===== config.mk =====
export PLATFORM = sky130hd
export DESIGN_NAME = grd_recip
export DESIGN_NICKNAME = d
export VERILOG_FILES = /design/src/rtl/grd_pkg.sv /design/src/rtl/grd_recip.sv
export SDC_FILE = /design/constraint.sdc
export NUM_CORES = 1
export LEC_CHECK = 0
export BUFFER_PORTS_ARGS = -buffer_cell sky130_fd_sc_hd__buf_2
export CAP_MARGIN = 20
export CORE_AREA = 2 2 91 76
export CTS_CLUSTER_SIZE = 10
export DETAILED_ROUTE_END_ITERATION = 6
export DIE_AREA = 0 0 93 78
export PLACE_DENSITY = 0.77
export SKIP_CTS_REPAIR_TIMING = 1
export SLEW_MARGIN = 15
export SYNTH_ARGS = -nofsm -noshare
export SYNTH_HDL_FRONTEND = slang
export SYNTH_SLANG_ARGS = --single-unit

===== constraint.sdc =====
create_clock -name clk -period 3.1 [get_ports clk]
set_input_delay 0.31 -clock clk [delete_from_list [all_inputs] [get_ports clk]]
set_output_delay 0.31 -clock clk [all_outputs]
set_load 0.05 [all_outputs]

===== src/rtl/grd_pkg.sv =====
// Shared constants and types for the grid ray traversal block.
`default_nettype none
package grd_pkg;
  localparam int MAX_COLUMNS = 64;
  localparam int MAX_ROWS    = 64;

  localparam int DEPTH     = MAX_ROWS * MAX_COLUMNS;
  localparam int ADDR_W    = $clog2(DEPTH);
  localparam int MAX_DIM   = (MAX_COLUMNS > MAX_ROWS) ? MAX_COLUMNS : MAX_ROWS;
  localparam int LIM_W     = ($clog2(MAX_DIM + 1) > 7) ? $clog2(MAX_DIM + 1) : 7;
  localparam int COORD_W   = LIM_W + 1;

  localparam int DIST_W    = 24;
  localparam int MAG_W     = 16;
  localparam int QUO_W     = DIST_W + 1;
  localparam int QCNT_W    = $clog2(QUO_W);
  localparam logic [DIST_W-1:0] DIST_MAX = {DIST_W{1'b1}};

  typedef enum logic [1:0] {
    REASON_WALL  = 2'd0,
    REASON_EXIT  = 2'd1,
    REASON_RANGE = 2'd2
  } reason_t;

  localparam logic [1:0] REG_COLUMNS = 2'd0;
  localparam logic [1:0] REG_ROWS    = 2'd1;

  localparam logic ACT_WRITE = 1'b0;
  localparam logic ACT_CAST  = 1'b1;
endpackage
`default_nettype wire


===== src/rtl/grd_recip.sv =====
// Bit-serial restoring divider giving the saturated reciprocal 2^24 / magnitude.
`default_nettype none
module grd_recip (
  input  wire logic                      clk,
  input  wire logic                      rst_n,
  input  wire logic                      start,
  input  wire logic [grd_pkg::MAG_W-1:0] mag,
  output logic                           done,
  output logic [grd_pkg::DIST_W-1:0]     recip
);
  import grd_pkg::*;

  logic [MAG_W-1:0]  rem_r, rem_nxt;
  logic [QUO_W-1:0]  quo_r, quo_nxt;
  logic [MAG_W-1:0]  mag_r, mag_nxt;
  logic [QCNT_W-1:0] cnt_r, cnt_nxt;
  logic              busy_r, busy_nxt;
  logic [MAG_W:0]    trial;
  logic              qbit;

  always_comb begin
    trial    = {rem_r, (cnt_r == QCNT_W'(QUO_W - 1))};
    qbit     = (trial >= {1'b0, mag_r});
    rem_nxt  = rem_r;
    quo_nxt  = quo_r;
    mag_nxt  = mag_r;
    cnt_nxt  = cnt_r;
    busy_nxt = busy_r;
    if (start) begin
      rem_nxt  = '0;
      quo_nxt  = '0;
      mag_nxt  = mag;
      cnt_nxt  = QCNT_W'(QUO_W - 1);
      busy_nxt = 1'b1;
    end else if (busy_r) begin
      rem_nxt = qbit ? MAG_W'(trial - {1'b0, mag_r}) : MAG_W'(trial);
      quo_nxt = {quo_r[QUO_W-2:0], qbit};
      cnt_nxt = cnt_r - QCNT_W'(1);
      if (cnt_r == '0) begin
        busy_nxt = 1'b0;
      end
    end
  end

  always_ff @(posedge clk) begin
    if (!rst_n) begin
      busy_r <= 1'b0;
    end else begin
      busy_r <= busy_nxt;
    end
    rem_r <= rem_nxt;
    quo_r <= quo_nxt;
    mag_r <= mag_nxt;
    cnt_r <= cnt_nxt;
  end

  assign done  = !busy_r;
  assign recip = (mag_r == '0 || quo_r[QUO_W-1]) ? DIST_MAX : quo_r[DIST_W-1:0];
endmodule
`default_nettype wire

**Word-level counts from Yosys, hierarchy flattened**

Index checks and enable logic that the tools add are counted.

- Register bits: 63
- Bits of input ports: 19

- $add $sub $neg: 2
- Order comparisons: 1
- Eq/ne operators: 1
- Muxes and demuxes: 5
- Reductions and logical operators: 4

Operator list:

| operator | number |
|---|---|
| 2-to-1 mux 24 bit | 1 |
| greater-or-equal comparator 17 x 16 -> 1 bit | 1 |
| zero test 16 bit | 1 |
| 2-to-1 mux 16 bit | 1 |
| subtractor 16 bit | 1 |
| equality test 5 bit, second input constant | 1 |
| zero test 5 bit | 1 |
| subtractor 5 x 1 -> 5 bit, second input constant | 1 |
| 2-to-1 mux 1 bit | 3 |
| zero test 1 bit | 1 |
| logical OR 1 bit | 1 |

**Depth between registers and ports, before layout**

Gate-level depths: netlist of run 1.

- Depth after elaboration: 4
- Gate-level depth with buffers: 12
- Depth with buffers taken out: 11

**Worst setup path before layout of run 1**

No wires, ideal clock.

- Kind: reg-to-reg
- Start point: register cnt_r[0]
- End point: register rem_r[13]
- Data arrival time: 2.472 ns
- Data required time: 3.013 ns
- Path slack: 0.541 ns
- Cell stages (with the launch flop): 12
- Path buffers: 1
- Period minus slack after synthesis: 2.559 ns
- Cell sequence: dfxtp_1 > inv_1 > ha_1 > nand4b_1 > ha_1 > nand2b_1 > a211o_1 > and2_4 > o311a_1 > buf_6 > or3_4 > a221oi_2

- Cells in the longest elaborated chain, start to end: 3

Ends and longest elaborated chain:

| item | RTL line | RTL |
|---|---|---|
| start, declared | grd_recip.sv:16 | `logic [QCNT_W-1:0] cnt_r, cnt_nxt;` |
| start signal, assigned | grd_recip.sv:54 | `cnt_r <= cnt_nxt;` |
| equality test 5 bit * | grd_recip.sv:22 | `trial = {rem_r, (cnt_r == QCNT_W'(QUO_W - 1))};` |
| subtractor 16 bit or greater-or-equal comparator 17 x 16 -> 1 bit (tied branches) | grd_recip.sv:36, grd_recip.sv:23 |  |
| 2-to-1 mux 16 bit * | grd_recip.sv:36 | `rem_nxt = qbit ? MAG_W'(trial - {1'b0, mag_r}) : MAG_W'(trial);` |
| end signal, assigned | grd_recip.sv:51 | `rem_r <= rem_nxt;` |
| end, declared | grd_recip.sv:13 | `logic [MAG_W-1:0] rem_r, rem_nxt;` |

Every way passes the cells marked *; elsewhere a longest branch is shown, timed or not.
A chain may end at the register's enable or synchronous reset.

**Worst setup path in the final report of run 1**

- Start point: register cnt_r[0]
- End point: register rem_r[10]

The elaborated chain is that of the path after synthesis.

==> results.cfg, run 1 <==
[timing]
slew_headroom = 0.498
worstMarginPinSlew_ns = 0.754
fin_skew_ns = 0.0140
fin_crit_ns = 2.86
tns_ns = 0
setup_viol = 0
max_freq_mhz = 350
hold_viol = 0
rsz0062_at_grt = no
layout_setup_ws_ns = 0.240
period_share = 0.923
maxSlewViolCount = 0

[worst_setup_path]
cpMaxStageDelayCell = fa_1
path_buf_inv = 1
arrival_ns = 3.10
crit_path_end_kind = flop
cp-start-kind = flop
max_stage_delay_ns = 0.40
r2r_cells = 10
cp_max_fo = 4
critPathRequiredTime_ns = 3.34
reg2reg_from = cnt_r[0]
path_common_cell = ha_1
critical_path.cell_chain = inv_1 -> ha_1 -> nand4b_1 -> ha_1 -> fa_1 -> nand2b_1 -> a21oi_1 -> o2111ai_1 -> a211o_1 -> a311oi_1
r2r_slack_ns = 0.24
critPathTopFamily = compound AO/OA/AOI/OAI gates
regToRegEndpoint = rem_r[10]
startpoint = cnt_r[0]
worstSetupPathType = flop to flop

[detailed_routing]
routed_via_density = 5.64
first_iter_violations = 164
firstDrtPassIters = 4
vias = 2884
drtAntennaViolNets = 0
wire_per_inst_um = 15.2
drt_wl_total_um = 7780
drc = 0

[power]
ir_drop_mv = 0.450
cellLeakagePower_nw = 1.83
power_density_mw_per_mm2 = 555

[synth]
synth_area_mm2 = 0.00350
synthDistinctLibCells = 54
syn_nets = 417
ys_async_sr_fraction = 0
synth_cells = 379
syn_avg_cell_area_um2 = 9.25
synth_top_area_cell = dfxtp_1
ys_seq_area_frac = 0.406
synth_area_leaders = dfxtp_1 27%, edfxtp_1 14%, mux2i_1 9.4%
synth_edf_count = 16
ys_ff_latch = 63
yosysTopAreaCellShare = 0.268
yosys_most_used_dff = dfxtp_1
ys_warn_count = 0
yosysMostFrequentCell = nor2_1
synth_commonest_cells = 55 x nor2_1, 47 x dfxtp_1, 34 x nand2b_1

[placement]
placed_cell_area_mm2 = 0.00380
io_buffer_count = 43
place.gp.congestion = 0.904
placed_cells = 495
dp_hpwl_um = 5430
place_ws_ns = 0.230

[floorplan]
io_pins = 44
fp-row-count = 26
die_y_um = 78
die_area_mm2 = 0.00725
die_w_um = 93
design.core.area_mm2 = 0.00625
start_util = 0.561

[global_routing]
grt_max_degree = 59
grt_use_total = 0.229
grt_pass1_vias = 2743
overflow = 0
grt_pass1_wl_um = 13100
antenna_found_initial = 0

[clocking]
cts_max_level = 3
clock-root-buffer = clkbuf_8
clk_latency_ns = 0.35
cts_tree = built
clk_pin_slew_ns = 0.08
cts_buffers = 9
cts.sinks = 63
clock_path_buffers = 2

[run]
maxCapViolCount = 0

[finish]
design_area_mm2 = 0.00404
syn2layout_area_growth_pct = 15.1
diodes = 0
layout.nets = 460
final_util = 0.646
multi_input_area_mm2 = 0.00192
fill_cells = 537
seq_area_mm2 = 0.00142
instances_no_fill = 511
layout-drive-gt1-share = 0.173

[hold_path]
hold_class = primary input to flop
hold_start = mag[2]
worstHoldEndpoint = mag_r[2]
min_path_cells = 1

[run_status]
status = finished, final reports clean
[cell families after synthesis]
kind of cell	count (synthesis)	synth area share
adder cells (fa/ha/maj)	19	0.0700
XOR/XNOR	11	0.0275
flip-flops	63	0.406
AO/OA/AOI/OAI	73	0.150
multiplexers	34	0.0975
buffers and inverters	41	0.0493
AND/OR/NAND/NOR	138	0.200
[cell type report]
class / count / area share
Sequential cell: 63 / 0.353
Clock buffer: 12 / 0.0493
Multi-Input combinational cell: 275 / 0.476
Tap cell: 84 / 0.0260
Clock inverter: 4 / 0.00868
Inverter: 23 / 0.0214
Timing Repair Buffer: 50 / 0.0664
[worst max path at each step]
| stage | to | cells after the start |
|---|---|---|
| floorplan | rem_r[13] | 11 |
| global placement | rem_r[9] | 11 |
| detailed placement | rem_r[13] | 10 |
| CTS | rem_r[13] | 10 |
| global route | rem_r[10] | 10 |
| finish | rem_r[10] | 10 |
[state kept, by name, summed over array words and instances, names as in the netlist]
register and count:
rem_r 16, busy_r 1, quo_r 25, cnt_r 5, mag_r 16
[stage by stage]
stage                     power (W)  hold slack [ns]
after floorplan             0.00133            0.409
after global placement      0.00143            0.479
after detailed placement    0.00144            0.488
after CTS                   0.00225            0.119
after global routing        0.00235            0.114
final                       0.00224            0.130
[cells in the final DEF (no fill, tap or decap), types with 2 or more instances in the layout]
master     netlist  layout
nand2_1         17      17
xnor2_1          9       9
inv_1           22      22
clkbuf_8         0       9
clkbuf_16        0       3
buf_4            0       7
nor4_1           6       6
a211oi_1        12      12
o21ai_0          7       7
nand3_1          4       4
o2111ai_1        4       4
nor2b_1          2       2
o21bai_1         2       2
dfxtp_1         47      46
inv_6            0       4
mux2i_1         33      33
nor3_1           2       2
and2_1           3       3
nor2_1          55      55
nand3b_1         3       3
a21oi_1         17      17
nand4b_1         2       2
ha_1            18      18
a211o_1          3       3
o211ai_1         3       3
a311oi_1         5       5
xor2_1           2       2
o21a_1           4       4
or3_1            4       4
edfxtp_1        16      16
buf_2            3      43
nand2b_1        34      34
a21o_1           2       2
[metal layers]
metal / up-vias / track usage / part of all wire
met5: - / 0 / 0
met4: 0 / 0.0868 / 0.016
met2: 83 / 0.364 / 0.47
li1: 1434 / - / -
met1: 1352 / 0.307 / 0.46
met3: 15 / 0.0456 / 0.050
[power by group]
group          internal [W]  switching (W)
Combinational      0.000215       0.000289
Sequential         0.000892      0.0000368
Clock              0.000448       0.000358
(Power assumes the default switching activity.)
==> run 2: changes to the inputs <==
ABC_AREA = 1   (was default)
CORE_AREA = 2 2 93 77   (was 2 2 91 76)
DIE_AREA = 0 0 95 79   (was 0 0 93 78)
clock period = 3.63 ns   (was 3.1 ns; I/O delays follow)
==> run 2 against run 1 <==
Non-clock buffer count fell by 4. Register-to-register slack better by 1.1 ns. Final area is 2.7% higher. Clock-buffer cell count grew 1.
==> results.cfg, run 2 <==
[run_status]
status = finished, final reports clean

[worst_setup_path]
worstSetupPathType = flop to output pin
cp_max_fo = 24
cpMaxStageDelayCell = nor4_1
cp-start-kind = flop
critPathTopFamily = simple AND/OR/NAND/NOR gates
max_stage_delay_ns = 0.40
path_buf_inv = 2
critPathRequiredTime_ns = 3.27
arrival_ns = 1.95
crit_path_end_kind = output pin
critical_path.cell_chain = nor4_1 -> nand4_1 -> buf_4 -> nand3b_1 -> buf_2

[synth]
ys_warn_count = 0
synth_area_leaders = dfxtp_1 26%, edfxtp_1 13%, nand2_1 11%
synth_area_mm2 = 0.00369
syn_nets = 548
synth_cells = 510
syn_avg_cell_area_um2 = 7.23
synth_commonest_cells = 108 x nand2_1, 70 x nor2_1, 66 x inv_1
ys_ff_latch = 63
ys_seq_area_frac = 0.385
ys_async_sr_fraction = 0
yosys_most_used_dff = dfxtp_1
synthDistinctLibCells = 37
yosysMostFrequentCell = nand2_1
synth_edf_count = 16
synth_top_area_cell = dfxtp_1
yosysTopAreaCellShare = 0.255

[floorplan]
die_w_um = 95
design.core.area_mm2 = 0.00666
die_y_um = 79
die_area_mm2 = 0.00751
start_util = 0.554
fp-row-count = 27
io_pins = 44

[finish]
largest-register = quo_r
diodes = 0
top_regs = quo_r: 25 flops, mag_r: 16 flops, rem_r: 16 flops
layout_commonest_cell = nand2_1
final_cell_mix = 108 x nand2_1, 70 x nor2_1, 66 x inv_1
syn2layout_area_growth_pct = 12.4
layout-drive-gt1-share = 0.130
largest_reg_flops = 25
layout.nets = 586

[global_routing]
busiest_layer = met1
grt_use_total = 0.245
grt_max_degree = 51
grt_pass1_wl_um = 14300
met3_usage = 0.0512
grt_pass1_vias = 3111
overflow = 0
grt_util_met2 = 0.357
antenna_found_initial = 0
grt_util_met1 = 0.357

[detailed_routing]
vias = 3463
drtAntennaViolNets = 0
wire_per_inst_um = 13.4
first_iter_violations = 270
drc = 0
firstDrtPassIters = 6
routed_via_density = 5.41
drt_wl_total_um = 8550

[timing]
fin_skew_ns = 0.0121
hold_viol = 0
setup_viol = 0
period_share = 0.638
hold-worst-slack_ns = 0.184
maxSlewViolCount = 0
tns_ns = 0
slew_headroom = 0.519
worstMarginPinSlew_ns = 0.722
rsz0062_at_grt = no
fin_crit_ns = 2.32
max_freq_mhz = 432

[clocking]
clock_path_buffers = 2
clock-root-buffer = clkbuf_8
cts_buffers = 9
clk_latency_ns = 0.35
cts_tree = built
clk_pin_slew_ns = 0.07
cts_max_level = 3
cts.sinks = 63

[hold_path]
hold_class = primary input to flop

[placement]
place.gp.congestion = 0.918
io_buffer_count = 43
dp_hpwl_um = 5950

[run]
maxCapViolCount = 0

[power]
power_density_mw_per_mm2 = 489
cellLeakagePower_nw = 2.09
ir_drop_mv = 0.366
[run 2: final timing paths]
path / end / slack, ns / from / cells past startpoint
worst max-delay path: recip[22] / 1.31 / mag_r[12] / 5
worst min register to register: rem_r[13] / 0.49 / rem_r[13] / 2
worst min-delay path: mag_r[8] / 0.18 / mag[8] / 1
worst max register to register: rem_r[12] / 1.32 / cnt_r[0] / 13
[run 2: cell type report]
type                    count  area (um2)
repair buffers             46         238
well taps                  87         109
inverters                  68         258
clock buffers              13         149
clock inverters             3        45.0
fillers                   584        2510
flip-flops and latches     63        1420
multi-input cells         360        1920
[run 2: cells by family after synthesis]
| kind of cell | Yosys count | synth area share |
|---|---|---|
| buffers and inverters | 87 | 0.0926 |
| DFF | 63 | 0.385 |
| AOI/OAI and AO/OA | 65 | 0.0926 |
| adders and majority gates | 19 | 0.0665 |
| and+or+nand+nor | 270 | 0.348 |
| xor gates and xnor gates | 6 | 0.0143 |
[run 2: metal layers]
metal	wire length, um	part of all wire	vias up
li1	-	-	1720
met1	4160	0.49	1622
met2	3690	0.43	111
met3	588	0.069	10
met4	119	0.014	0
met5	0	0	-
[run 2: report_power, final]
group	internal [W]	switching [W]	leakage, nW
clock network	0.000337	0.000279	0.0899
logic	0.000183	0.000411	1.46
registers	0.000778	0.0000377	0.543
total	0.00130	0.000728	2.09
[run 2: per-stage QoR]
| step | util | setup WS (ns) | instance area, um2 | power [W] | instances |
|---|---|---|---|---|---|
| CTS | 0.623 | 1.27 | 4140 | 0.00202 | 640 |
| floorplan | - | 1.58 | 3690 | 0.00129 | 510 |
| global placement | 0.594 | 1.42 | 3950 | 0.00140 | 624 |
| finish | 0.623 | 1.31 | 4140 | 0.00203 | 640 |
| global route | 0.623 | 1.11 | 4140 | 0.00213 | 640 |
| detailed placement | 0.594 | 1.37 | 3950 | 0.00141 | 624 |
==> run 3: changes to the inputs <==
CORE_AREA = 2 2 97 80   (was 2 2 93 77)
DIE_AREA = 0 0 99 82   (was 0 0 95 79)
PLACE_DENSITY = 0.75   (was 0.77)
clock period = 1.9 ns   (was 3.63 ns; I/O delays follow)
==> run 3 against run 2 <==
The run now ends with negative setup slack left. Sequential share of layout area down 7.8 points. Via count up 19%. Final cell count up 12%. Clock-buffer cell count down 1. Worst hold slack worse by 0.17 ns. Global-route usage down 1.2 points. Die area up 8.2%. Flip-flop and latch count unchanged. Clock power up 90%. Utilization up 12 points. Largest power group is now combinational logic. Setup slack worse by 1.6 ns. Critical path depth up 10.
==> results.cfg, run 3 (synthesis results as in run 2) <==
[finish]
seq_area_mm2 = 0.00142
top_regs = quo_r: 25 flops, mag_r: 16 flops, rem_r: 16 flops
multi_input_area_mm2 = 0.00237
design_area_mm2 = 0.00537
layout.nets = 661
largest-register = quo_r
fill_cells = 408
layout-drive-gt1-share = 0.355
layout_commonest_cell = nand2_1
final_util = 0.747
final_cell_mix = 86 x nand2_1, 68 x nor2_1, 65 x buf_4
largest_reg_flops = 25
diodes = 0
syn2layout_area_growth_pct = 45.5

[power]
combinationalPowerShare = 0.396
ir_drop_mv = 0.691
seqPwrFrac = 0.348
p_sw_w = 0.00170
cellLeakagePower_nw = 2.56
p_sw_frac = 0.374
power_density_mw_per_mm2 = 849
clockPowerShare = 0.256
totalPowerFinal_w = 0.00455
internal_power_w = 0.00285

[hold_path]
worstHoldEndpoint = mag_r[1]
hold_class = primary input to flop
hold_start = mag[1]
min_path_cells = 1

[run_status]
status = complete, but fails checks
violations = negative setup slack

[worst_setup_path]
reg2reg_from = cnt_r[1]
critPathRequiredTime_ns = 2.21
crit_path_end_kind = flop
arrival_ns = 2.53
regToRegEndpoint = rem_r[10]
cp_max_fo = 4
worstSetupPathType = flop to flop
r2r_cells = 15
r2r_slack_ns = -0.33
cp-start-kind = flop

[floorplan]
die_area_mm2 = 0.00812
io_pins = 44
die_y_um = 82
design.core.area_mm2 = 0.00718
start_util = 0.513
die_w_um = 99
fp-row-count = 28

[clocking]
clk_latency_ns = 0.36
cts_buffers = 9
clk_pin_slew_ns = 0.08
cts.sinks = 63
clock_path_buffers = 2
cts_max_level = 3
cts_tree = built
clock-root-buffer = clkbuf_8

[timing]
fin_skew_ns = 0.0101
tns_ns = -8.06
hold_viol = 0
period_share = 1.17
worstMarginPinSlew_ns = 0.411
max_freq_mhz = 449
slew_headroom = 0.724
rsz0062_at_grt = yes
setup_viol = 41
maxSlewViolCount = 0
fin_crit_ns = 2.23
layout_setup_ws_ns = -0.325

[placement]
dp_hpwl_um = 6880
io_buffer_count = 43
place.gp.congestion = 0.944
placed_cell_area_mm2 = 0.00438

[global_routing]
grt_max_degree = 30
grt_pass1_vias = 3212
grt_use_total = 0.233
antenna_found_initial = 0
grt_pass1_wl_um = 15000
overflow = 0

[detailed_routing]
drt_wl_total_um = 12500
wire_per_inst_um = 17.4
first_iter_violations = 473
drtAntennaViolNets = 0
vias = 4122
drc = 0
routed_via_density = 5.74
firstDrtPassIters = 6

[run]
maxCapViolCount = 0
## run 3: changes by cell type in the layout (fill, tap and decap cells not counted), sizes merged
cell / delta
buf: +74
clkinv: +3
clkinvlp: -2
clkbuf: -1
nand2: +1
## run 3: layer usage
metal / vias to the layer above / part of all wire / GRT usage
li1: 1875 / - / -
met5: - / 0 / 0
met3: 48 / 0.10 / 0.0511
met2: 283 / 0.47 / 0.351
met4: 0 / 0.028 / 0.0548
met1: 1916 / 0.40 / 0.341
## run 3: worst max-delay path: stages (launching register included)
cell and delay, ns:
dfxtp_2 0.33, inv_2 0.07, ha_4 0.14, nand4_1 0.20, ha_4 0.25, fa_2 0.40
inv_2 0.07, nand2_2 0.06, nand3_4 0.09, nand2_1 0.07, nand2_1 0.07, xor2_1 0.14
nand2_1 0.08, nand3_2 0.07, nand2_1 0.08, inv_1 0.05
## run 3: final cells by class
cell class	count	area share
clock buffer	12	0.0252
inverter	68	0.0494
multi-input combinational	361	0.442
clock inverter	4	0.00886
sequential	63	0.265
tap	90	0.0210
timing repair buffer	120	0.188
## run 3: power groups by stage
stage / logic (W) / clock network, W / registers (W)
detailed placement: 0.00132 / 0 / 0.00158
global route: 0.00190 / 0.00121 / 0.00159
global placement: 0.00130 / 0 / 0.00158
CTS: 0.00133 / 0.00114 / 0.00155
finish: 0.00180 / 0.00117 / 0.00158
floorplan: 0.000901 / 0 / 0.00156
## run 3: worst max path at each step
| stage | startpoint | end | slack [ns] | cells past startpoint |
|---|---|---|---|---|
| finish | cnt_r[1] | rem_r[10] | -0.33 | 15 |
| CTS | mag_r[6] | recip[22] | -0.29 | 6 |
| global placement | cnt_r[0] | rem_r[8] | -0.13 | 12 |
| floorplan | cnt_r[0] | rem_r[10] | -0.004 | 15 |
| global route | cnt_r[1] | rem_r[10] | -0.40 | 15 |
| detailed placement | cnt_r[0] | rem_r[14] | -0.20 | 14 |
## run 3: per-stage QoR
stage / std cells / hold WS, ns / setup slack, ns
after floorplan: 510 / 0.289 / -0.00377
after global placement: 683 / 0.366 / -0.134
after detailed placement: 683 / 0.368 / -0.205
after CTS: 699 / 0.00572 / -0.293
after global routing: 718 / 0.00721 / -0.398
final: 718 / 0.0100 / -0.325
